<file path="config.mk">
export PLATFORM = sky130hd
export DESIGN_NAME = sd_card_spi_host_sequencer_flat
export DESIGN_NICKNAME = d
export VERILOG_FILES = /design/src/sv/sdsh_pkg.sv /design/src/sv/sdsh_req_if.sv /design/src/sv/sdsh_res_if.sv /design/src/sv/sdsh_fifo.sv /design/src/sv/sdsh_core.sv /design/src/sv/sd_card_spi_host_sequencer.sv /design/src/flat_wrapper.sv
export SDC_FILE = /design/constraint.sdc
export NUM_CORES = 1
export LEC_CHECK = 0
export ABC_AREA = 1
export BUFFER_PORTS_ARGS = -buffer_cell sky130_fd_sc_hd__buf_4
export CAP_MARGIN = 20
export CORE_MARGIN = 5
export CORE_UTILIZATION = 40
export DETAILED_ROUTE_END_ITERATION = 12
export PLACE_DENSITY = 0.64
export SYNTH_ARGS = -nofsm -noshare
export SYNTH_HDL_FRONTEND = slang
export SYNTH_SLANG_ARGS = --single-unit
</file>
<file path="constraint.sdc">
create_clock -name clk_i -period 17.7 [get_ports clk_i]
set_clock_uncertainty 0.1 [all_clocks]
set_input_delay 5.31 -clock clk_i [delete_from_list [all_inputs] [get_ports clk_i]]
set_output_delay 5.31 -clock clk_i [all_outputs]
set_load 0.02 [all_outputs]
</file>
<file path="src/sv/sdsh_pkg.sv">
package sdsh_pkg;

  localparam int BlockBytes = 512;
  localparam int BlkShift = $clog2(BlockBytes);
  localparam int BcW = 10;
  localparam int FifoDepth = 4;

  localparam logic [2:0] ReqInit = 3'd0;
  localparam logic [2:0] ReqRead = 3'd1;
  localparam logic [2:0] ReqWrite = 3'd2;
  localparam logic [2:0] ReqCap = 3'd3;
  localparam logic [2:0] ReqCardByte = 3'd4;
  localparam logic [2:0] ReqWriteByte = 3'd5;
  localparam logic [2:0] ReqDelay = 3'd6;

  localparam logic [2:0] KindExchange = 3'd0;
  localparam logic [2:0] KindWait = 3'd1;
  localparam logic [2:0] KindNeedByte = 3'd2;
  localparam logic [2:0] KindReadData = 3'd3;
  localparam logic [2:0] KindDone = 3'd4;

  localparam logic [1:0] StatOk = 2'd0;
  localparam logic [1:0] StatFail = 2'd1;
  localparam logic [1:0] StatNoInit = 2'd2;

  localparam logic [2:0] CardNone = 3'd0;
  localparam logic [2:0] CardMmc = 3'd1;
  localparam logic [2:0] CardSd1 = 3'd2;
  localparam logic [2:0] CardSd2Byte = 3'd3;
  localparam logic [2:0] CardSd2Block = 3'd4;

  localparam logic [1:0] RegRespLim = 2'd0;
  localparam logic [1:0] RegReadyLim = 2'd1;
  localparam logic [1:0] RegTokenLim = 2'd2;
  localparam logic [1:0] RegRetryLim = 2'd3;

  typedef struct packed {
    logic [2:0]  req_type;
    logic [31:0] sector_address;
    logic [15:0] block_count;
    logic [7:0]  card_byte;
    logic [7:0]  write_byte;
  } req_t;

  typedef struct packed {
    logic [2:0]  result_kind;
    logic [7:0]  tx_byte;
    logic        select_active;
    logic        fast_clock;
    logic [7:0]  data_byte;
    logic        last_flag;
    logic [1:0]  status;
    logic [2:0]  card_kind;
    logic [31:0] sector_total;
  } res_t;

  typedef struct packed {
    logic [7:0]  resp_lim;
    logic [15:0] ready_lim;
    logic [15:0] token_lim;
    logic [15:0] retry_lim;
  } cfg_t;

endpackage

</file>
<file path="src/sv/sdsh_req_if.sv">
interface sdsh_req_if;
  logic               valid;
  logic               ready;
  sdsh_pkg::req_t     data;
  modport source (output valid, output data, input ready);
  modport sink (input valid, input data, output ready);
endinterface

</file>
<file path="src/sv/sdsh_res_if.sv">
interface sdsh_res_if;
  logic               valid;
  logic               ready;
  sdsh_pkg::res_t     data;
  modport source (output valid, output data, input ready);
  modport sink (input valid, input data, output ready);
endinterface

</file>
<file path="src/sv/sdsh_fifo.sv">
module sdsh_fifo (
  input  logic                                clk_i,
  input  logic                                rst_ni,
  input  logic [1:0]                          push_cnt_i,
  input  sdsh_pkg::res_t                      d0_i,
  input  sdsh_pkg::res_t                      d1_i,
  input  logic                                pop_i,
  output sdsh_pkg::res_t                      head_o,
  output logic [$clog2(sdsh_pkg::FifoDepth):0] cnt_o
);
  localparam int PtrW = $clog2(sdsh_pkg::FifoDepth);

  sdsh_pkg::res_t mem_q [sdsh_pkg::FifoDepth];
  logic [PtrW-1:0] wr_q, rd_q;
  logic [PtrW:0] cnt_q;

  always_ff @(posedge clk_i) begin
    if (push_cnt_i != 2'd0) begin
      mem_q[wr_q] <= d0_i;
    end
    if (push_cnt_i == 2'd2) begin
      mem_q[PtrW'(wr_q + 1'b1)] <= d1_i;
    end
  end

  always_ff @(posedge clk_i or negedge rst_ni) begin
    if (!rst_ni) begin
      wr_q <= '0;
      rd_q <= '0;
      cnt_q <= '0;
    end else begin
      wr_q <= PtrW'(wr_q + PtrW'(push_cnt_i));
      rd_q <= PtrW'(rd_q + PtrW'(pop_i));
      cnt_q <= (PtrW+1)'(cnt_q + (PtrW+1)'(push_cnt_i) - (PtrW+1)'(pop_i));
    end
  end

  assign head_o = mem_q[rd_q];
  assign cnt_o = cnt_q;
endmodule

</file>
<file path="src/sv/sdsh_core.sv">
module sdsh_core (
  input  logic           clk_i,
  input  logic           rst_ni,
  input  logic           proc_i,
  input  sdsh_pkg::req_t item_i,
  input  sdsh_pkg::cfg_t cfg_i,
  output logic [1:0]     push_cnt_o,
  output sdsh_pkg::res_t res0_o,
  output sdsh_pkg::res_t res1_o
);
  localparam int BcW = sdsh_pkg::BcW;

  typedef enum logic [4:0] {
    P_IDLE, P_INIT_CLK, P_C_DESEL, P_C_SEL, P_C_READY, P_C_FRAME, P_C_RESP, P_OCR,
    P_WAIT, P_INIT_FINAL, P_TOKEN, P_RD_DATA, P_RD_CRC, P_RD_DESEL, P_WR_TOKEN,
    P_WR_NEED, P_WR_DATA, P_WR_CRC, P_WR_RESP, P_WR_BUSY, P_WR_DESEL, P_CAP_DATA,
    P_CAP_CRC, P_CAP_DESEL, P_FAIL_DESEL
  } phase_e;

  typedef enum logic [3:0] {
    R_NONE, R_AFTER0, R_AFTER8, R_LOOP2, R_AFTER58, R_PROBE, R_LOOP1, R_AFTER16,
    R_RD, R_WR, R_CAP, R_TOK_RD, R_TOK_CAP
  } resume_e;

  typedef enum logic [3:0] {
    A_NONE, A_X, A_KIND, A_DONE, A_START, A_FINISH, A_FAIL, A_RETRY, A_OCR,
    A_TOKEN, A_FRAME, A_PROBE, A_RESULT
  } act_e;

  typedef struct packed {
    act_e        code;
    logic [7:0]  tx;
    logic        sel;
    phase_e      ph;
    logic [5:0]  idx;
    logic [31:0] arg;
    logic        app;
    resume_e     ret;
    logic [2:0]  ty;
    logic [1:0]  st;
    logic [31:0] total;
    logic [7:0]  res;
  } act_t;

  phase_e phase_q, phase_d;
  resume_e resume_q, resume_d;
  logic [2:0] cc_q, cc_d;
  logic ready_q, ready_d, cf_q, cf_d, app_q, app_d;
  logic [15:0] poll_q, poll_d, retry_q, retry_d, bl_q, bl_d;
  logic [BcW-1:0] bc_q, bc_d;
  logic [31:0] ca_q, ca_d, arg_q, arg_d;
  logic [5:0] idx_q, idx_d;
  logic [7:0] rb_q [16];
  logic rb_we;
  logic [3:0] rb_idx;

  act_t a;
  logic pre_vld, e_vld;
  sdsh_pkg::res_t pre, e;
  logic [31:0] nb_addr;
  logic [7:0] b;

  function automatic act_t mk(act_e code, phase_e ph);
    act_t r;
    r = '{code: code, tx: 8'hFF, sel: 1'b0, ph: ph, idx: 6'd0, arg: 32'd0, app: 1'b0,
          ret: R_NONE, ty: 3'd0, st: 2'd0, total: 32'd0, res: 8'd0};
    return r;
  endfunction

  function automatic act_t mk_x(logic [7:0] tx, logic sel, phase_e ph);
    act_t r;
    r = mk(A_X, ph);
    r.tx = tx;
    r.sel = sel;
    return r;
  endfunction

  function automatic act_t mk_start(logic [5:0] idx, logic [31:0] arg, logic app,
                                    resume_e ret);
    act_t r;
    r = mk(A_START, P_IDLE);
    r.idx = idx;
    r.arg = arg;
    r.app = app;
    r.ret = ret;
    return r;
  endfunction

  function automatic act_t mk_ty(act_e code, logic [2:0] ty);
    act_t r;
    r = mk(code, P_IDLE);
    r.ty = ty;
    return r;
  endfunction

  function automatic act_t mk_done(logic [1:0] st, logic [31:0] total);
    act_t r;
    r = mk(A_DONE, P_IDLE);
    r.st = st;
    r.total = total;
    return r;
  endfunction

  function automatic act_t mk_token(resume_e ret);
    act_t r;
    r = mk(A_TOKEN, P_IDLE);
    r.ret = ret;
    return r;
  endfunction

  function automatic act_t cont_f(resume_e r, logic [7:0] res, logic [2:0] cc);
    act_t o;
    unique case (r)
      R_AFTER0: o = (res == 8'd1) ? mk_start(6'd8, 32'h1AA, 1'b0, R_AFTER8)
                                  : mk_ty(A_FINISH, sdsh_pkg::CardNone);
      R_AFTER8: o = (res == 8'd1) ? mk(A_OCR, P_IDLE)
                                  : mk_start(6'd41, 32'd0, 1'b1, R_PROBE);
      R_LOOP2: o = (res == 8'd0) ? mk_start(6'd58, 32'd0, 1'b0, R_AFTER58)
                                 : mk(A_RETRY, P_IDLE);
      R_AFTER58: o = (res == 8'd0) ? mk(A_OCR, P_IDLE)
                                   : mk_ty(A_FINISH, sdsh_pkg::CardNone);
      R_PROBE: o = mk_ty(A_PROBE, (res <= 8'd1) ? sdsh_pkg::CardSd1 : sdsh_pkg::CardMmc);
      R_LOOP1: o = (res == 8'd0) ? mk_start(6'd16, 32'(sdsh_pkg::BlockBytes), 1'b0, R_AFTER16)
                                 : mk(A_RETRY, P_IDLE);
      R_AFTER16: o = mk_ty(A_FINISH, (res == 8'd0) ? cc : sdsh_pkg::CardNone);
      R_RD: o = (res != 8'd0) ? mk(A_FAIL, P_IDLE) : mk_token(R_TOK_RD);
      R_CAP: o = (res != 8'd0) ? mk(A_FAIL, P_IDLE) : mk_token(R_TOK_CAP);
      R_WR: o = (res != 8'd0) ? mk(A_FAIL, P_IDLE) : mk_x(8'hFE, 1'b1, P_WR_TOKEN);
      default: o = mk(A_FAIL, P_IDLE);
    endcase
    return o;
  endfunction

  function automatic logic [7:0] frame_f(logic [2:0] i, logic app, logic [5:0] cidx,
                                         logic [31:0] carg);
    logic [5:0] idx;
    logic [31:0] arg;
    logic [7:0] r;
    idx = app ? 6'd55 : cidx;
    arg = app ? 32'd0 : carg;
    unique case (i)
      3'd0: r = {2'b01, idx};
      3'd1: r = arg[31:24];
      3'd2: r = arg[23:16];
      3'd3: r = arg[15:8];
      3'd4: r = arg[7:0];
      default: r = (idx == 6'd0) ? 8'h95 : ((idx == 6'd8) ? 8'h87 : 8'h01);
    endcase
    return r;
  endfunction

  function automatic logic [31:0] cap_f(logic [7:0] c0, logic [7:0] c5, logic [7:0] c6,
                                        logic [7:0] c7, logic [7:0] c8, logic [7:0] c9,
                                        logic [7:0] c10);
    logic [21:0] cs2;
    logic [11:0] cs1;
    logic [4:0] n;
    logic [31:0] m;
    logic [31:0] r;
    cs2 = {c7[5:0], c8, c9};
    cs1 = {c6[1:0], c7, c8[7:6]};
    n = 5'(c5[3:0]) + 5'(c10[7]) + 5'({c9[1:0], 1'b0}) + 5'd2;
    m = 32'(cs1) + 32'd1;
    if (c0[7:6] == 2'b01) begin
      r = 32'((32'(cs2) + 32'd1) << 10);
    end else if (n >= 5'd9) begin
      r = m << (n - 5'd9);
    end else begin
      r = m >> (5'd9 - n);
    end
    return r;
  endfunction

  function automatic logic [15:0] lim16(logic [15:0] v);
    return (v == 16'd0) ? 16'd1 : v;
  endfunction

  always_comb begin
    phase_d = phase_q;
    resume_d = resume_q;
    cc_d = cc_q;
    ready_d = ready_q;
    cf_d = cf_q;
    app_d = app_q;
    poll_d = poll_q;
    retry_d = retry_q;
    bl_d = bl_q;
    bc_d = bc_q;
    ca_d = ca_q;
    arg_d = arg_q;
    idx_d = idx_q;
    rb_we = 1'b0;
    rb_idx = bc_q[3:0];
    a = mk(A_NONE, phase_q);
    pre_vld = 1'b0;
    pre = '0;
    e_vld = 1'b0;
    e = '0;
    b = item_i.card_byte;
    nb_addr = ca_q + ((cc_q == sdsh_pkg::CardSd2Block) ? 32'd1 : 32'(sdsh_pkg::BlockBytes));

    if (proc_i) begin
      priority if (item_i.req_type <= sdsh_pkg::ReqCap) begin
        if (phase_q == P_IDLE) begin
          priority if (item_i.req_type == sdsh_pkg::ReqInit) begin
            cf_d = 1'b0;
            bc_d = '0;
            a = mk_x(8'hFF, 1'b0, P_INIT_CLK);
          end else if (!ready_q) begin
            a = mk_done(sdsh_pkg::StatNoInit, 32'd0);
          end else if (item_i.req_type == sdsh_pkg::ReqCap) begin
            a = mk_start(6'd9, 32'd0, 1'b0, R_CAP);
          end else if (item_i.block_count == 16'd0) begin
            a = mk_done(sdsh_pkg::StatOk, 32'd0);
          end else begin
            ca_d = (cc_q == sdsh_pkg::CardSd2Block) ? item_i.sector_address
                 : 32'(item_i.sector_address << sdsh_pkg::BlkShift);
            bl_d = item_i.block_count;
            a = (item_i.req_type == sdsh_pkg::ReqRead) ? mk_start(6'd17, ca_d, 1'b0, R_RD)
                                                      : mk_start(6'd24, ca_d, 1'b0, R_WR);
          end
        end
      end else if (item_i.req_type == sdsh_pkg::ReqCardByte) begin
        unique case (phase_q)
          P_INIT_CLK: begin
            bc_d = BcW'(bc_q + 1'b1);
            a = (bc_d < BcW'(10)) ? mk_x(8'hFF, 1'b0, phase_q)
                                  : mk_start(6'd0, 32'd0, 1'b0, R_AFTER0);
          end
          P_C_DESEL: a = mk_x(8'hFF, 1'b1, P_C_SEL);
          P_C_SEL: begin
            if (!cf_q) begin
              a = mk(A_FRAME, phase_q);
            end else begin
              poll_d = '0;
              a = mk_x(8'hFF, 1'b1, P_C_READY);
            end
          end
          P_C_READY: begin
            if (b == 8'hFF) begin
              a = mk(A_FRAME, phase_q);
            end else begin
              poll_d = poll_q + 16'd1;
              if (poll_d >= lim16(cfg_i.ready_lim)) begin
                a = mk(A_RESULT, phase_q);
                a.res = 8'hFF;
              end else begin
                a = mk_x(8'hFF, 1'b1, phase_q);
              end
            end
          end
          P_C_FRAME: begin
            bc_d = BcW'(bc_q + 1'b1);
            if (bc_d < BcW'(6)) begin
              a = mk_x(frame_f(bc_d[2:0], app_q, idx_q, arg_q), 1'b1, phase_q);
            end else begin
              poll_d = '0;
              a = mk_x(8'hFF, 1'b1, P_C_RESP);
            end
          end
          P_C_RESP: begin
            poll_d = poll_q + 16'd1;
            if (b[7] && (poll_d < lim16({8'd0, cfg_i.resp_lim}))) begin
              a = mk_x(8'hFF, 1'b1, phase_q);
            end else begin
              a = mk(A_RESULT, phase_q);
              a.res = b;
            end
          end
          P_OCR: begin
            rb_we = 1'b1;
            bc_d = BcW'(bc_q + 1'b1);
            if (bc_d < BcW'(4)) begin
              a = mk_x(8'hFF, 1'b1, phase_q);
            end else if (resume_q == R_AFTER8) begin
              if (rb_q[2] == 8'h01 && b == 8'hAA) begin
                retry_d = '0;
                a = mk_start(6'd41, 32'h4000_0000, 1'b1, R_LOOP2);
              end else begin
                a = mk_ty(A_FINISH, sdsh_pkg::CardNone);
              end
            end else begin
              a = mk_ty(A_FINISH, rb_q[0][6] ? sdsh_pkg::CardSd2Block : sdsh_pkg::CardSd2Byte);
            end
          end
          P_INIT_FINAL: begin
            if (cc_q != sdsh_pkg::CardNone) begin
              cf_d = 1'b1;
              ready_d = 1'b1;
              a = mk_done(sdsh_pkg::StatOk, 32'd0);
            end else begin
              ready_d = 1'b0;
              a = mk_done(sdsh_pkg::StatFail, 32'd0);
            end
          end
          P_TOKEN: begin
            if (b == 8'hFF) begin
              poll_d = poll_q + 16'd1;
              a = (poll_d < lim16(cfg_i.token_lim)) ? mk_x(8'hFF, 1'b1, phase_q)
                                                     : mk(A_FAIL, phase_q);
            end else if (b != 8'hFE) begin
              a = mk(A_FAIL, phase_q);
            end else begin
              bc_d = '0;
              a = mk_x(8'hFF, 1'b1, (resume_q == R_TOK_CAP) ? P_CAP_DATA : P_RD_DATA);
            end
          end
          P_RD_DATA: begin
            pre_vld = 1'b1;
            pre.result_kind = sdsh_pkg::KindReadData;
            pre.data_byte = b;
            pre.last_flag = (bl_q == 16'd1) && (bc_q == BcW'(sdsh_pkg::BlockBytes - 1));
            bc_d = BcW'(bc_q + 1'b1);
            if (bc_d >= BcW'(sdsh_pkg::BlockBytes)) begin
              bc_d = '0;
              a = mk_x(8'hFF, 1'b1, P_RD_CRC);
            end else begin
              a = mk_x(8'hFF, 1'b1, phase_q);
            end
          end
          P_RD_CRC, P_CAP_CRC: begin
            bc_d = BcW'(bc_q + 1'b1);
            if (bc_d < BcW'(2)) begin
              a = mk_x(8'hFF, 1'b1, phase_q);
            end else begin
              a = mk_x(8'hFF, 1'b0, (phase_q == P_RD_CRC) ? P_RD_DESEL : P_CAP_DESEL);
            end
          end
          P_RD_DESEL, P_WR_DESEL: begin
            bl_d = bl_q - 16'd1;
            ca_d = nb_addr;
            if (bl_d == 16'd0) begin
              a = mk_done(sdsh_pkg::StatOk, 32'd0);
            end else if (phase_q == P_RD_DESEL) begin
              a = mk_start(6'd17, nb_addr, 1'b0, R_RD);
            end else begin
              a = mk_start(6'd24, nb_addr, 1'b0, R_WR);
            end
          end
          P_CAP_DATA: begin
            rb_we = 1'b1;
            bc_d = BcW'(bc_q + 1'b1);
            if (bc_d >= BcW'(16)) begin
              bc_d = '0;
              a = mk_x(8'hFF, 1'b1, P_CAP_CRC);
            end else begin
              a = mk_x(8'hFF, 1'b1, phase_q);
            end
          end
          P_CAP_DESEL: begin
            a = mk_done(sdsh_pkg::StatOk,
                        cap_f(rb_q[0], rb_q[5], rb_q[6], rb_q[7], rb_q[8], rb_q[9], rb_q[10]));
          end
          P_WR_TOKEN: begin
            bc_d = '0;
            a = mk(A_KIND, P_WR_NEED);
          end
          P_WR_DATA: begin
            bc_d = BcW'(bc_q + 1'b1);
            if (bc_d < BcW'(sdsh_pkg::BlockBytes)) begin
              a = mk(A_KIND, P_WR_NEED);
            end else begin
              bc_d = '0;
              a = mk_x(8'hFF, 1'b1, P_WR_CRC);
            end
          end
          P_WR_CRC: begin
            bc_d = BcW'(bc_q + 1'b1);
            a = mk_x(8'hFF, 1'b1, (bc_d >= BcW'(2)) ? P_WR_RESP : phase_q);
          end
          P_WR_RESP: begin
            a = (b[4:0] != 5'h05) ? mk(A_FAIL, phase_q) : mk_x(8'hFF, 1'b1, P_WR_BUSY);
          end
          P_WR_BUSY: begin
            a = (b == 8'h00) ? mk_x(8'hFF, 1'b1, phase_q) : mk_x(8'hFF, 1'b0, P_WR_DESEL);
          end
          P_FAIL_DESEL: a = mk_done(sdsh_pkg::StatFail, 32'd0);
          default: a = mk(A_NONE, phase_q);
        endcase
      end else if (item_i.req_type == sdsh_pkg::ReqWriteByte) begin
        if (phase_q == P_WR_NEED) begin
          a = mk_x(item_i.write_byte, 1'b1, P_WR_DATA);
        end
      end else if (item_i.req_type == sdsh_pkg::ReqDelay) begin
        if (phase_q == P_WAIT) begin
          priority if (retry_q >= lim16(cfg_i.retry_lim)) begin
            a = mk_ty(A_FINISH, sdsh_pkg::CardNone);
          end else if (resume_q == R_LOOP2) begin
            a = mk_start(6'd41, 32'h4000_0000, 1'b1, R_LOOP2);
          end else if (cc_q == sdsh_pkg::CardSd1) begin
            a = mk_start(6'd41, 32'd0, 1'b1, R_LOOP1);
          end else begin
            a = mk_start(6'd1, 32'd0, 1'b0, R_LOOP1);
          end
        end
      end
    end

    if (a.code == A_RESULT) begin
      if (app_q) begin
        app_d = 1'b0;
        a = (a.res > 8'd1) ? cont_f(resume_q, a.res, cc_q) : mk_x(8'hFF, 1'b0, P_C_DESEL);
      end else begin
        a = cont_f(resume_q, a.res, cc_q);
      end
    end

    unique case (a.code)
      A_X: begin
        phase_d = a.ph;
        e_vld = 1'b1;
        e.tx_byte = a.tx;
        e.select_active = a.sel;
      end
      A_KIND: begin
        phase_d = a.ph;
        e_vld = 1'b1;
        e.result_kind = sdsh_pkg::KindNeedByte;
      end
      A_DONE: begin
        phase_d = P_IDLE;
        e_vld = 1'b1;
        e.result_kind = sdsh_pkg::KindDone;
        e.status = a.st;
        e.sector_total = a.total;
      end
      A_START, A_PROBE: begin
        if (a.code == A_PROBE) begin
          cc_d = a.ty;
          retry_d = '0;
          idx_d = (a.ty == sdsh_pkg::CardSd1) ? 6'd41 : 6'd1;
          app_d = (a.ty == sdsh_pkg::CardSd1);
          arg_d = 32'd0;
          resume_d = R_LOOP1;
        end else begin
          idx_d = a.idx;
          arg_d = a.arg;
          app_d = a.app;
          resume_d = a.ret;
        end
        phase_d = P_C_DESEL;
        e_vld = 1'b1;
        e.tx_byte = 8'hFF;
      end
      A_FINISH: begin
        cc_d = a.ty;
        phase_d = P_INIT_FINAL;
        e_vld = 1'b1;
        e.tx_byte = 8'hFF;
      end
      A_FAIL: begin
        phase_d = P_FAIL_DESEL;
        e_vld = 1'b1;
        e.tx_byte = 8'hFF;
      end
      A_RETRY: begin
        retry_d = retry_q + 16'd1;
        phase_d = P_WAIT;
        e_vld = 1'b1;
        e.result_kind = sdsh_pkg::KindWait;
      end
      A_OCR: begin
        bc_d = '0;
        phase_d = P_OCR;
        e_vld = 1'b1;
        e.tx_byte = 8'hFF;
        e.select_active = 1'b1;
      end
      A_TOKEN: begin
        poll_d = '0;
        resume_d = a.ret;
        phase_d = P_TOKEN;
        e_vld = 1'b1;
        e.tx_byte = 8'hFF;
        e.select_active = 1'b1;
      end
      A_FRAME: begin
        bc_d = '0;
        phase_d = P_C_FRAME;
        e_vld = 1'b1;
        e.tx_byte = frame_f(3'd0, app_q, idx_q, arg_q);
        e.select_active = 1'b1;
      end
      default: e_vld = 1'b0;
    endcase

    if (a.code == A_X || a.code == A_START || a.code == A_PROBE || a.code == A_FINISH ||
        a.code == A_FAIL || a.code == A_OCR || a.code == A_TOKEN || a.code == A_FRAME) begin
      e.fast_clock = cf_d;
    end
    if (a.code == A_DONE) begin
      e.card_kind = cc_d;
    end

    if (pre_vld) begin
      res0_o = pre;
      res1_o = e;
      push_cnt_o = e_vld ? 2'd2 : 2'd1;
    end else begin
      res0_o = e;
      res1_o = pre;
      push_cnt_o = {1'b0, e_vld};
    end
  end

  always_ff @(posedge clk_i) begin
    if (rb_we) begin
      rb_q[rb_idx] <= b;
    end
  end

  always_ff @(posedge clk_i or negedge rst_ni) begin
    if (!rst_ni) begin
      phase_q <= P_IDLE;
      resume_q <= R_NONE;
      cc_q <= sdsh_pkg::CardNone;
      ready_q <= 1'b0;
      cf_q <= 1'b0;
      app_q <= 1'b0;
      poll_q <= '0;
      retry_q <= '0;
      bl_q <= '0;
      bc_q <= '0;
      ca_q <= '0;
      arg_q <= '0;
      idx_q <= '0;
    end else begin
      phase_q <= phase_d;
      resume_q <= resume_d;
      cc_q <= cc_d;
      ready_q <= ready_d;
      cf_q <= cf_d;
      app_q <= app_d;
      poll_q <= poll_d;
      retry_q <= retry_d;
      bl_q <= bl_d;
      bc_q <= bc_d;
      ca_q <= ca_d;
      arg_q <= arg_d;
      idx_q <= idx_d;
    end
  end
endmodule

</file>
<file path="src/sv/sd_card_spi_host_sequencer.sv">
// SPI-mode SD card host sequencer.
// Requests and byte handshakes arrive on req_i; every transaction is one
// request (init, read, write, capacity) or one answer from the host (card
// byte, write byte, delay elapsed). Results leave on res_o: a byte to
// exchange on the bus, a wait, a request for the next write byte,
// a read data byte, or a done with status, card kind and capacity.
// A transaction is taken into an input register and processed once the
// result queue has room for its results, which are then queued; res_o
// shows the head of the result queue.
// One transaction is taken every cycle while the four-entry result queue has
// room for two more entries, so the rate is one transaction per cycle,
// limited by the result queue when a read data byte and an exchange are
// both produced. A stalled receiver fills the queue, and req_i.ready then
// drops until results are taken.
// Reset leaves the card uninitialized, in slow clock mode, with default
// poll and retry limits. The user must write limits over the APB port only while idle, unchecked by the block.
module sd_card_spi_host_sequencer (
  input  logic        clk_i,
  input  logic        rst_ni,
  sdsh_req_if.sink    req_i,
  sdsh_res_if.source  res_o,
  input  logic        psel,
  input  logic        penable,
  input  logic        pwrite,
  input  logic [3:0]  paddr,
  input  logic [31:0] pwdata,
  output logic [31:0] prdata,
  output logic        pready
);
  localparam int CntW = $clog2(sdsh_pkg::FifoDepth) + 1;

  sdsh_pkg::cfg_t cfg_q;
  sdsh_pkg::req_t item_q;
  logic iv_q, proc, accept, pop;
  logic [1:0] push_cnt;
  sdsh_pkg::res_t res0, res1;
  logic [CntW-1:0] cnt;

  assign pready = 1'b1;

  always_ff @(posedge clk_i or negedge rst_ni) begin
    if (!rst_ni) begin
      cfg_q <= '{resp_lim: 8'd10, ready_lim: 16'd50000, token_lim: 16'd40000,
                 retry_lim: 16'd10000};
    end else if (psel && penable && pwrite) begin
      unique case (paddr[3:2])
        sdsh_pkg::RegRespLim: cfg_q.resp_lim <= pwdata[7:0];
        sdsh_pkg::RegReadyLim: cfg_q.ready_lim <= pwdata[15:0];
        sdsh_pkg::RegTokenLim: cfg_q.token_lim <= pwdata[15:0];
        default: cfg_q.retry_lim <= pwdata[15:0];
      endcase
    end
  end

  always_comb begin
    unique case (paddr[3:2])
      sdsh_pkg::RegRespLim: prdata = {24'd0, cfg_q.resp_lim};
      sdsh_pkg::RegReadyLim: prdata = {16'd0, cfg_q.ready_lim};
      sdsh_pkg::RegTokenLim: prdata = {16'd0, cfg_q.token_lim};
      default: prdata = {16'd0, cfg_q.retry_lim};
    endcase
  end

  assign proc = iv_q && (cnt <= CntW'(sdsh_pkg::FifoDepth - 2));
  assign req_i.ready = !iv_q || proc;
  assign accept = req_i.valid && req_i.ready;

  always_ff @(posedge clk_i) begin
    if (accept) begin
      item_q <= req_i.data;
    end
  end

  always_ff @(posedge clk_i or negedge rst_ni) begin
    if (!rst_ni) begin
      iv_q <= 1'b0;
    end else if (accept) begin
      iv_q <= 1'b1;
    end else if (proc) begin
      iv_q <= 1'b0;
    end
  end

  sdsh_core u_core (
    .clk_i      (clk_i),
    .rst_ni     (rst_ni),
    .proc_i     (proc),
    .item_i     (item_q),
    .cfg_i      (cfg_q),
    .push_cnt_o (push_cnt),
    .res0_o     (res0),
    .res1_o     (res1)
  );

  assign res_o.valid = (cnt != '0);
  assign pop = res_o.valid && res_o.ready;

  sdsh_fifo u_fifo (
    .clk_i      (clk_i),
    .rst_ni     (rst_ni),
    .push_cnt_i (push_cnt),
    .d0_i       (res0),
    .d1_i       (res1),
    .pop_i      (pop),
    .head_o     (res_o.data),
    .cnt_o      (cnt)
  );

  a_fifo_bound: assert property (@(posedge clk_i) disable iff (!rst_ni)
    cnt <= CntW'(sdsh_pkg::FifoDepth))
    else $error("result queue overflow");

  a_item_held: assert property (@(posedge clk_i) disable iff (!rst_ni)
    (iv_q && !proc) |=> (iv_q && $stable(item_q)))
    else $error("pending transaction lost");

  a_push_room: assert property (@(posedge clk_i) disable iff (!rst_ni)
    (push_cnt != 2'd0) |-> proc)
    else $error("results produced without a transaction");
endmodule

</file>
<file path="src/flat_wrapper.sv">
// flat-port wrapper written by rule: the top's interface ports become plain ports
module sd_card_spi_host_sequencer_flat 
  (clk_i, rst_ni, psel, penable, pwrite, paddr, pwdata, prdata, pready, req_i_valid, req_i_data, req_i_ready, res_o_valid, res_o_data, res_o_ready);
  sdsh_req_if req_i_i ();
  sdsh_res_if res_o_i ();
  input  logic clk_i;
  input  logic rst_ni;
  input  logic psel;
  input  logic penable;
  input  logic pwrite;
  input  logic [3:0] paddr;
  input  logic [31:0] pwdata;
  output logic [31:0] prdata;
  output logic pready;
  input wire logic [$bits(req_i_i.valid)-1:0] req_i_valid;
  input wire logic [$bits(req_i_i.data)-1:0] req_i_data;
  output wire logic [$bits(req_i_i.ready)-1:0] req_i_ready;
  output wire logic [$bits(res_o_i.valid)-1:0] res_o_valid;
  output wire logic [$bits(res_o_i.data)-1:0] res_o_data;
  input wire logic [$bits(res_o_i.ready)-1:0] res_o_ready;
  assign req_i_i.valid = req_i_valid;
  assign req_i_i.data = req_i_data;
  assign req_i_ready = req_i_i.ready;
  assign res_o_valid = res_o_i.valid;
  assign res_o_data = res_o_i.data;
  assign res_o_i.ready = res_o_ready;
  sd_card_spi_host_sequencer u_core (.clk_i(clk_i), .rst_ni(rst_ni), .req_i(req_i_i), .res_o(res_o_i), .psel(psel), .penable(penable), .pwrite(pwrite), .paddr(paddr), .pwdata(pwdata), .prdata(prdata), .pready(pready));
endmodule
</file>
# ---- Word-level counts from Yosys, hierarchy flattened
# Memory sizes are Yosys's and may differ from the RTL's.
# Index checks and enable logic that the tools add are counted.
# W data, S select, Z words.
dict set report totals {
  register_bits 274
  ram_bits 364
  input_bits 110
  out_inout_bits 94
  word_cells 409
  n_memories 2
}
dict set report op_classes {
  add_sub_neg 17
  n_lt_le_gt_ge 17
  n_eq_ne 106
  shift 2
  muxes 171
  n_bitwise 2
  reduce_logical 66
}
# name words width read_ports rd_ports_with_merged_regs wr line
set mem_list {}
lappend mem_list {u_core.u_fifo.mem_q 4 59 1 0 2 sdsh_fifo.sv:13} ;# sdsh_pkg::res_t mem_q [sdsh_pkg::FifoDepth];
lappend mem_list {u_core.u_core.rb_q 16 8 8 0 1 sdsh_core.sv:53} ;# logic [7:0] rb_q [16];
# operator count
set op_table {}
lappend op_table {{$pmux W106 S20} 1}
lappend op_table {{$mux W106} 17}
lappend op_table {{$mux W105} 14}
lappend op_table {{$pmux W106 S10} 1}
lappend op_table {{$mux W32} 14}
lappend op_table {{$mux W16} 27}
lappend op_table {{$mux W103} 4}
lappend op_table {{$mux W104} 3}
lappend op_table {{$mux W94} 2}
lappend op_table {{$mux W93} 2}
lappend op_table {{$mux W88} 2}
lappend op_table {{$mux W86} 2}
lappend op_table {{$mux W10} 12}
lappend op_table {{$mux W59} 2}
lappend op_table {{$mux W102} 1}
lappend op_table {{$logic_not A16 Y1} 5}
lappend op_table {{$pmux W16 S5} 1}
lappend op_table {{$ne A6 B6 Y1 const B} 12}
lappend op_table {{$pmux W10 S6} 1}
lappend op_table {{$pmux W16 S3} 1}
lappend op_table {{$eq A5 B5 Y1 const B} 9}
lappend op_table {{$pmux W5 S9} 1}
lappend op_table {{$mux W41} 1}
lappend op_table {{$eq A5 B4 Y1 const B} 8}
lappend op_table {{100 further kinds} 238}

# ---- Logic depth before layout (Yosys ltp)
# An unclocked memory read counts as a cell.
dict set report logic_depth {
  ltp_word 28
  ltp_mapped 38
}

# ---- Hierarchy
# A second synthesis with hierarchy kept.
dict set report hier_totals {
  hier_cells 4804
  hier_area_um2 35470.3
}
# module n_inst cells_per_inst area_each_um2 seq_area_each_um2
set by_module_without_submodules {}
lappend by_module_without_submodules {sdsh_core 1 2676 17131.4 4784.6}
lappend by_module_without_submodules {sdsh_fifo 1 1700 13397.8 7262.0}
lappend by_module_without_submodules {sd_card_spi_host_sequencer 1 428 4941.0 3460.8}

# ---- Worst setup path before layout
# OpenSTA, ideal clock, no wires.
dict set report synth_timing {
  kind {input to output}
  start {in paddr[3]}
  end {out prdata[7]}
  t_arrival_ps 6288
  required_time_ps 12290
  slack_ps 6002
  cell_stages 5
  path_buffers 1
  cell_sequence {inv_1 -> nor2_1 -> clkbuf_1 -> a221oi_1 -> o21ai_0}
}
dict set report synth_between {
  elab_chain_cells 2
  word_cells_on_any_way 4
}
# element line
set synth_rtl {}
lappend synth_rtl {{start: declaration} flat_wrapper.sv:11} ;# input logic [3:0] paddr;
lappend synth_rtl {{$eq A2 B2 Y1, or another cell as far along} sd_card_spi_host_sequencer.sv:56} ;# unique case (paddr[3:2])
lappend synth_rtl {{$pmux W16 S3 (*)} sd_card_spi_host_sequencer.sv:56}
lappend synth_rtl {{end: declaration} flat_wrapper.sv:13} ;# output logic [31:0] prdata;
# Every way passes the cells marked *; elsewhere a longest branch is shown, timed or not.

# ---- Final worst setup path
dict set report layout_timing {
  start {in paddr[3]}
  end {out prdata[4]}
}
# Same word-level chain as after synthesis.

==> Implementation_results.wiki <==
{| class="wikitable"
! Metric !! Value
|-
| Synth Area in XOR/XNOR || 0.0101
|-
| CTS Root Buffer Type || clkbuf_16
|-
| Clock latency at the later pin of the worst-skew pair || between 0.6 and 0.7 ns
|-
| Setup repair after global routing missed its margin || false
|-
| Drt wl/cell || around 18 um
|-
| Longest Clk Path Bufs || 3
|-
| Switch share || 0.400
|-
| Static Leak || 15.5 nW
|-
| Via count of the first global-routing pass || 26800
|-
| Post-layout net count || approximately 4300
|-
| Global-route wire length before repair || 150000 um
|-
| Cell seen most often among critical-path stages || buf_4
|-
| Biggest cell delay along the critical path || between 0.7 and 0.8 ns
|-
| Largest net degree at the start of global routing || 90
|-
| Die extent in x || around 290 um
|-
| Crit path launch type || primary input
|-
| Synthesis Warnings || 0
|-
| Largest driver fanout on the critical path || 17
|-
| Clock group share of total power || 0.257
|-
| Setup crit end kind || output pin
|-
| Logic gate share of total power || 0.374
|-
| H-Tree Level Count || 2
|-
| Reported max-cap violation count || 0
|-
| Worst min-delay path class || reg2reg
|-
| Routed length on met2 || roughly 45000 um
|-
| Worst-case hold slack || ~0.38 ns
|-
| Number of endpoints failing setup at the final stage || 0
|-
| Buf/Inv on CP || 3
|-
| Cells traversed along the worst timing path || buf_4 -> inv_1 -> nor2_1 -> a221oi_1 -> o21ai_0 -> buf_4
|-
| Floorplan die height || between 200 and 300 um
|-
| Dominant delay contributor by cell family on the critical path || simple AND/OR/NAND/NOR gates
|-
| # diodes || 0
|-
| Final Routed Wirelength || around 96000 um
|-
| Post-layout total power || roughly 5.2 mW
|-
| FFs w/ async S/R, synth || 0.375
|-
| Flip-flop cell with the highest count after synthesis || edfxtp_1
|-
| Slowest library cell on the worst path || nor2_1
|-
| GPL Wtd Cong || ~0.98
|-
| Internal || around 3.1 mW
|-
| TNS Setup || 0 ns
|-
| Transition time of the tightest slew-check pin || roughly 1.1 ns
|-
| Complex-gate fraction of the synthesized area || 0.147
|-
| Mux contribution to synthesized area || 0
|-
| Synthesized-area fraction occupied by adder cells || 0.0351
|-
| Clock-pin slew of the registers on the worst-case setup and hold paths || about 0.06 ns
|-
| Routed met1 length || 42100 um
|-
| Synth Area per Inst || 8.02 sq um
|-
| Share of post-route cells with drive strength above 1 || 0.0962
|-
| Worst rel slew slack || 0.282
|-
| Largest voltage drop on the vdd net || between 0.09 and 0.1 mV
|-
| Row count || 104
|-
| Total gr overflow || 0
|-
| Post-Synth Simple-Gate Area || 0.242
|-
| Maximum clock rate || 0.0815 GHz
|-
| Number of synthesized register bits || 550
|-
| Total via count in the routed design || 28100
|-
| Worst Path Required || between 10 and 15 ns
|-
| Commonest cells after routing, fill and taps aside || 756 x nand2_1, 673 x nor2_1, 479 x inv_1
|-
| Data arrival, critical path || 6.86 ns
|-
| Sequential share of power || 0.369
|-
| CP Class || in2out
|-
| Most common cell after layout, fill and taps aside || nand2_1
|-
| Number of hold violations in the final report || 0
|-
| Netlist Area Pre-Place || ~32000 sq um
|-
| Status || complete, no violations
|-
| HPWL reported at the end of detailed placement || 67800 um
|-
| DRC || 0
|-
| Total I/O pin count || 204
|-
| DR pass1 iterations || 6
|-
| Post-CTS Hold Fix Bufs || 0
|-
| Number of antenna-violating nets in the routed design || 0
|-
| Die outline area || 86100 sq um
|-
| Period Utilization, post-route || 0.693
|-
| Core Region || 80000 sq um
|-
| Fraction of the yosys area taken by sequential cells || 0.483
|-
| Total count of max-transition violations in the final report || 0
|-
| Synthesized instance count || approximately 4000
|-
| Starting DRC count in detailed routing || between 2000 and 3000
|-
| TritonCTS clock tree || done
|-
| Total CTS buffers || 60
|-
| Switching power summed over all nets || 2.06 mW
|-
| Area delta synth->final || 13.3%
|-
| Resized cells post-CTS || 0
|-
| Count of input and output buffers || around 170
|-
| Number of antenna violations at the first check in global routing || 1
|-
| Detailed route wirelength on metal3 || 5980 um
|-
| Setup Buffers After CTS || 0
|-
| Clk sink count || 550
|-
| Highest routing layer actually used || met5
|-
| Combinational family with the most area after synthesis || simple AND/OR/NAND/NOR gates
|-
| Cell Pwr Density || around 140 nW/um^2
|-
| Tot GR Track Use || 0.217
|-
| Number of synthesized flops with an enable pin || about 340
|-
| Detail-routed via count per cell || about 5.4
|-
| Count of cell types in the netlist || between 70 and 80
|-
| Initial Util || 0.401
|-
| Minimum clock period || between 10 and 15 ns
|}
-- tightest hold or removal path, stage by stage (launching register included) --
cell and delay [ns]:
dfrtp_1 0.35, nand2_1 0.05, nand2_1 0.04
-- synth_stat cells (all sizes together), types with 26 or more instances --
library cell  count  share of area
nand2           775          0.092
nor2            690          0.083
inv             493          0.058
o21ai           437          0.068
edfxtp          344           0.32
nand3           203          0.033
dfrtp           188           0.15
clkbuf          120          0.014
a21oi           109          0.018
o22ai           106          0.021
ha               87          0.034
nor3             66          0.010
nand4            63          0.013
buf              49          0.011
o211ai           38         0.0089
a31oi            32         0.0062
xor2             26         0.0071
-- cell type report --
cell class | count | area [sq um]
well taps | 1060 | 1330
repair buffers | 203 | 1550
clock buffers | 75 | 1640
clock inverters | 39 | 459
fillers | 7872 | 43600
inverters | 499 | 1880
flip-flops and latches | 550 | 15500
multi-input cells | 2804 | 14000
-- routing by layer --
layer	GRT usage	vias to the layer above
li1	-	13700
met1	0.298	13200
met2	0.355	1023
met3	0.0267	190
met4	0.0772	2
met5	0	-
-- sequential cells by signal, summed over array words and instances, names as in the netlist, 2 cells and up --
register                count
u_core.u_fifo.mem_q       236
u_core.item_q              67
u_core.cfg_q               56
u_core.u_core.rb_q         41
u_core.u_core.arg_q        32
u_core.u_core.ca_q         32
u_core.u_core.bl_q         16
u_core.u_core.poll_q       16
u_core.u_core.retry_q      16
u_core.u_core.bc_q         10
u_core.u_core.idx_q         5
u_core.u_core.phase_q       5
u_core.u_core.resume_q      4
u_core.u_core.cc_q          3
u_core.u_fifo.cnt_o         3
u_core.u_fifo.rd_q          2
u_core.u_fifo.wr_q          2
-- power groups by stage --
stage | logic, mW | clock network, mW | registers (mW)
finish | 1.93 | 1.33 | 1.90
global route | 2.14 | 1.40 | 1.94
CTS | 1.94 | 1.35 | 1.90
detailed placement | 1.93 | 0 | 1.92
global placement | 1.91 | 0 | 1.92
floorplan | 1.30 | 0 | 1.87
-- worst paths after layout --
kind                                          from                          to  slack [ns]  cells past startpoint
setup / recovery                          paddr[3]                   prdata[4]        5.43                      6
hold / removal              u_core.u_core.idx_q[1]      u_core.u_core.idx_q[1]        0.38                      2
setup reg to reg           u_core.u_core.poll_q[0]  u_core.u_fifo.mem_q[0][14]       10.59                     35
hold reg to reg             u_core.u_core.idx_q[1]      u_core.u_core.idx_q[1]        0.38                      2
max in group asynchronous                   rst_ni     u_core.u_core.poll_q[0]       10.62                      3
min in group asynchronous                   rst_ni                 u_core.iv_q        4.58                      1
-- cell families (layout without fill, tap and decap cells) --
| logic type | Yosys count | count (layout) |
|---|---|---|
| compound gates | 817 | 817 |
| xor+xnor | 37 | 37 |
| fa+ha+maj | 89 | 89 |
| buf+inv | 668 | 816 |
| flops | 550 | 550 |
| other cells | 2 | 17 |
| simple gates | 1844 | 1844 |
-- per-stage QoR --
step	cell area [sq um]	setup WS, ns	utilization	std cells
floorplan	32200	6.00	-	4022
global route	36400	5.36	0.455	5230
global placement	34300	5.52	0.428	5113
detailed placement	34300	5.50	0.428	5114
finish	36400	5.43	0.455	5230
CTS	36400	5.47	0.455	5228
Power figures use the tool's default switching activity.
